## src/sv/spq_pkg.sv

```systemverilog
// Package for the sorted priority queue: operation and status codes, key function.
// No dependencies; used by spq_cell and the top level.
package spq_pkg;
    typedef enum logic [1:0] {
        FUNC_PEEK  = 2'd0,
        FUNC_PUSH  = 2'd1,
        FUNC_POP   = 2'd2,
        FUNC_CLEAR = 2'd3
    } func_t;

    typedef enum logic [1:0] {
        ST_OK    = 2'd0,
        ST_FULL  = 2'd1,
        ST_EMPTY = 2'd2,
        ST_NAN   = 2'd3
    } status_t;

    // Broadcast from the controller to every cell.
    typedef struct packed {
        logic        push;
        logic        pop;
        logic [31:0] key;
        logic [31:0] value;
    } spq_cmd_t;

    function automatic logic is_nan(input logic [31:0] v);
        is_nan = (v[30:23] == 8'hFF) && (v[22:0] != 23'd0);
    endfunction

    // Monotonic unsigned key, -0 folded onto +0.
    function automatic logic [31:0] order_key(input logic [31:0] v);
        logic [31:0] w;
        w = (v == 32'h8000_0000) ? 32'd0 : v;
        order_key = w[31] ? ~w : (w | 32'h8000_0000);
    endfunction
endpackage

```

## src/sv/spq_cell.sv

```systemverilog
// One slot of the sorted chain: holds a value and its valid bit.
// Depends on spq_pkg; neighbors feed shift data on push and pop.
module spq_cell (
    input  logic               clk,
    input  logic               rst_n,
    input  spq_pkg::spq_cmd_t  cmd,
    input  logic               clear,
    input  logic               prev_valid,
    input  logic               prev_ins,
    input  logic [31:0]        prev_value,
    input  logic               next_valid,
    input  logic [31:0]        next_value,
    output logic               valid,
    output logic               ins,
    output logic [31:0]        value
);
    import spq_pkg::*;

    logic        valid_reg, valid_next;
    logic [31:0] value_reg, value_next;
    logic        here;

    // Insert at or before this slot when it is empty or its key is not less than the new key.
    // The chain is sorted with empty slots at the tail, so this flag never drops further down.
    assign ins  = ~valid_reg | (order_key(value_reg) >= cmd.key);
    assign here = ins & ~prev_ins & prev_valid;

    always_comb
    begin
        valid_next = valid_reg;
        value_next = value_reg;
        if (clear)
        begin
            valid_next = 1'b0;
        end
        else if (cmd.push)
        begin
            if (prev_ins)
            begin
                valid_next = valid_reg | prev_valid;
                value_next = prev_value;
            end
            else if (here)
            begin
                valid_next = 1'b1;
                value_next = cmd.value;
            end
        end
        else if (cmd.pop)
        begin
            valid_next = next_valid;
            value_next = next_value;
        end
    end

    always_ff @(posedge clk or negedge rst_n)
    begin
        if (!rst_n)
            valid_reg <= 1'b0;
        else
            valid_reg <= valid_next;
    end

    always_ff @(posedge clk)
    begin
        value_reg <= value_next;
    end

    assign valid = valid_reg;
    assign value = value_reg;
endmodule

```

## config.mk

```make
export PLATFORM = sky130hd
export DESIGN_NAME = spq_cell
export DESIGN_NICKNAME = d
export VERILOG_FILES = /design/src/sv/spq_pkg.sv /design/src/sv/spq_cell.sv
export SDC_FILE = /design/constraint.sdc
export NUM_CORES = 1
export LEC_CHECK = 0
export BUFFER_PORTS_ARGS = -buffer_cell sky130_fd_sc_hd__buf_2
export CORE_AREA = 2 2 82 84
export CTS_CLUSTER_DIAMETER = 40
export CTS_CLUSTER_SIZE = 28
export DETAILED_ROUTE_END_ITERATION = 8
export DIE_AREA = 0 0 84 86
export GPL_ROUTABILITY_DRIVEN = 0
export PLACE_DENSITY = 0.95
export SYNTH_ARGS = -nofsm -noshare
export SYNTH_HDL_FRONTEND = slang
export SYNTH_SLANG_ARGS = --single-unit
```

## constraint.sdc

```tcl
create_clock -name clk -period 14.2 [get_ports clk]
set_input_delay 3.55 -clock clk [delete_from_list [all_inputs] [get_ports clk]]
set_output_delay 3.55 -clock clk [all_outputs]
set_load 0.005 [all_outputs]
```

==> impl_metrics.env <==
export IMPL_outcome="finished clean"
export IMPL_multi_input_area_um2=1840
export IMPL_grt_pass1_wl_um=13500
export IMPL_largest_reg_flops=32
export IMPL_synth_most_common_cell="nor2_1"
export IMPL_via_per_inst=5.20
export IMPL_p_int_mw=0.203
export IMPL_antenna_found_initial=0
export IMPL_die_area_um2=7220
export IMPL_clkTransAtPathRegs_ps=60
export IMPL_wirelength_um=8530
export IMPL_grt_overflow=0
export IMPL_slowest_delay_ps=530
export IMPL_p_sw_share_pct=30.8
export IMPL_synthDistinctLibCells=37
export IMPL_insertion_delay_ps=270
export IMPL_tns_ps=0
export IMPL_cts_sinks=33
export IMPL_synthToLayoutAreaGrowth_pct=31.8
export IMPL_n_antenna_cell=0
export IMPL_path_max_fanout=2
export IMPL_cts_hold_buf=0
export IMPL_fin_util_pct=63.4
export IMPL_seq_area_um2=986
export IMPL_p_sw_mw=0.0907
export IMPL_synth_area_top_cells="edfxtp_1, ha_1, mux2i_1, xnor2_1, nor2_1"
export IMPL_yosysTopAreaCell="edfxtp_1"
export IMPL_timing_final_crit_share_pct=63.6
export IMPL_pwr_density_cell_nw_per_um2=73.8
export IMPL_clockRootBuffer="clkbuf_8"
export IMPL_grt_pass1_vias=2995
export IMPL_cts_tree="yes"
export IMPL_fp_dieH_um=86
export IMPL_hpwlAfterDp_um=7300
export IMPL_cts_setup_buffers=0
export IMPL_syn_inst=342
export IMPL_setup_viol=0
export IMPL_p_seq_share_pct=42.6
export IMPL_fmax_mhz=111
export IMPL_synth_area_um2=3020
export IMPL_clk_path_buf_depth=2
export IMPL_start_util_pct=48.1
export IMPL_maxSlewHeadroom_pct=29.2
export IMPL_ios=170
export IMPL_crit_arrival_ps=5480
export IMPL_numPortBuffers=169
export IMPL_peakVddDrop_mv=0.0740
export IMPL_ys_warn_count=0
export IMPL_path_common_cell="buf_2"
export IMPL_rsz0062_at_grt="no"
export IMPL_synth_seq_cells=33
export IMPL_yosysTopAreaCellShare_pct=31.8
export IMPL_synth_commonest_cells="nor2_1, a21oi_1, mux2i_1"
export IMPL_coreArea_um2=6280
export IMPL_nets=669
export IMPL_crit_path_start_kind="primary input"
export IMPL_grt_max_degree=69
export IMPL_critPathKind="primary input to output port"
export IMPL_path_delay_family="simple AND/OR/NAND/NOR gates"
export IMPL_pre_cts_ws_ps=5300
export IMPL_crit_buf_inv=3
export IMPL_cts_resized_gates=0
export IMPL_first_iter_violations=76
export IMPL_drc_errors=0
export IMPL_wl_per_cell_um=14.7
export IMPL_end_kind="output port"
export IMPL_hold_viol_final=0
export IMPL_numCtsBuffers=5
export IMPL_htree_num_levels=2
export IMPL_worst_slew_pin_slew_ps=1060
export IMPL_cp_slowest_cell="nor4_1"
export IMPL_pwr_share_comb_pct=36.4
export IMPL_drive_gt1_share_pct=36.1
export IMPL_share_clk_of_total_power_pct=21.0
export IMPL_fin_ws_ps=5170
export IMPL_path_cells="buf_2 > inv_1 > ha_1 > nand4_1 > nor4_1 > o21ai_0 > a31oi_1 > o22a_1 > buf_2"
export IMPL_die_w_um=84
export IMPL_yosysSeqAreaShare_pct=32.6
export IMPL_min_delay_path_class="register to register"
export IMPL_max_cap_violations=0
export IMPL_syn_avg_cell_area_um2=8.84
export IMPL_timing_hold_ws_ps=655
export IMPL_drt_pre_antenna_iters=4
export IMPL_p_leak_nw=2.03
export IMPL_synth_edf_count=32
export IMPL_row_count=29
export IMPL_fin_worst_skew_ps=4.51
export IMPL_synthFlopType="edfxtp_1"
export IMPL_slew_violations=0
export IMPL_globalRouteTotalUtil_pct=23.4
export IMPL_period_needed_ps=9030
export IMPL_async_flop_share_pct=3.03
export IMPL_fillers=551
export IMPL_worstPathRequired_ps=10650
export IMPL_synth_nets=509
export IMPL_dr_total_vias=3009
export IMPL_postRouteAntennaNets=0
[path summary, 6_finish.rpt]
check | from | to | slack, ps | cells after the start
min | valid | valid | 650 | 2
max in group asynchronous | rst_n | valid | 11080 | 1
max reg2reg | value[31] | value[6] | 9220 | 14
min in group asynchronous | rst_n | valid | 3040 | 1
max | cmd[53] | ins | 5170 | 9
min reg2reg | valid | valid | 650 | 2
[metrics by stage]
| step | total power, mW | std cells | area, µm² |
|---|---|---|---|
| 6_report | 0.294 | 579 | 3980 |
| 5_1_grt | 0.314 | 579 | 3980 |
| 4_1_cts | 0.296 | 579 | 3980 |
| 3_5_place_dp | 0.234 | 572 | 3910 |
| 3_3_place_gp | 0.226 | 572 | 3910 |
| 2_1_floorplan | 0.190 | 342 | 3020 |
[area by class of cell]
class | count | area share (%)
Multi-Input combinational cell | 259 | 46.3
Sequential cell | 33 | 24.8
Timing Repair Buffer | 171 | 21.6
Inverter | 32 | 3.02
Tap cell | 77 | 2.42
Clock buffer | 6 | 1.82
Clock inverter | 1 | 0.0943
[layer usage]
metal / track usage [%] / vias up / wire, µm
met3: 3.75 / 17 / 469
met4: 10.3 / 0 / 202
met5: 0 / - / 0
met2: 43.3 / 125 / 4440
met1: 26.8 / 1348 / 3420
li1: - / 1519 / -
[cell families after synthesis]
| logic type | Yosys count | share of synthesized area, % |
|---|---|---|
| compound gates | 63 | 12.0 |
| xor+xnor | 31 | 8.99 |
| fa+ha+maj | 31 | 12.8 |
| buf+inv | 50 | 6.46 |
| flops | 33 | 32.6 |
| mux | 35 | 11.6 |
| simple gates | 99 | 15.4 |
[worst reg2reg max path: stages, from the launching register on]
cell,delay [ps]
edfxtp_1,320
buf_4,430
nor4b_4,300
and4_4,270
and2_1,760
nor2_1,140
ha_1,360
nand4_1,170
nor4_1,530
o21ai_0,210
a31oi_1,240
o22a_1,220
a31o_1,190
nor2b_2,140
buf_4,360
[cells in the final DEF, fill, tap and decap left out]
cell,instances
a211o_1,1
a211oi_1,1
a21o_1,4
a21oi_1,42
a221oi_1,1
a221oi_2,1
a311o_1,1
a31o_1,1
a31oi_1,2
and2_1,1
and4_1,2
and4_4,1
buf_2,169
buf_4,2
clkbuf_1,1
clkbuf_8,5
clkinv_1,2
dfrtp_1,1
edfxtp_1,32
ha_1,31
inv_1,31
mux2_2,1
mux2i_1,34
nand2_1,6
nand2b_1,5
nand3_1,2
nand4_1,5
nor2_1,66
nor2b_2,1
nor4_1,8
nor4b_4,1
o2111ai_1,1
o21ai_0,6
o21ai_1,1
o22a_1,1
or4_1,1
xnor2_1,30
xor2_1,1
[power by group through the flow]
stage / registers [mW] / clock network (mW) / logic (mW)
floorplan: 0.126 / 0 / 0.0644
global placement: 0.127 / 0 / 0.0998
detailed placement: 0.127 / 0 / 0.107
CTS: 0.125 / 0.0630 / 0.108
global route: 0.126 / 0.0677 / 0.121
finish: 0.125 / 0.0617 / 0.107
Note: power is estimated with default switching activity, not from simulation.
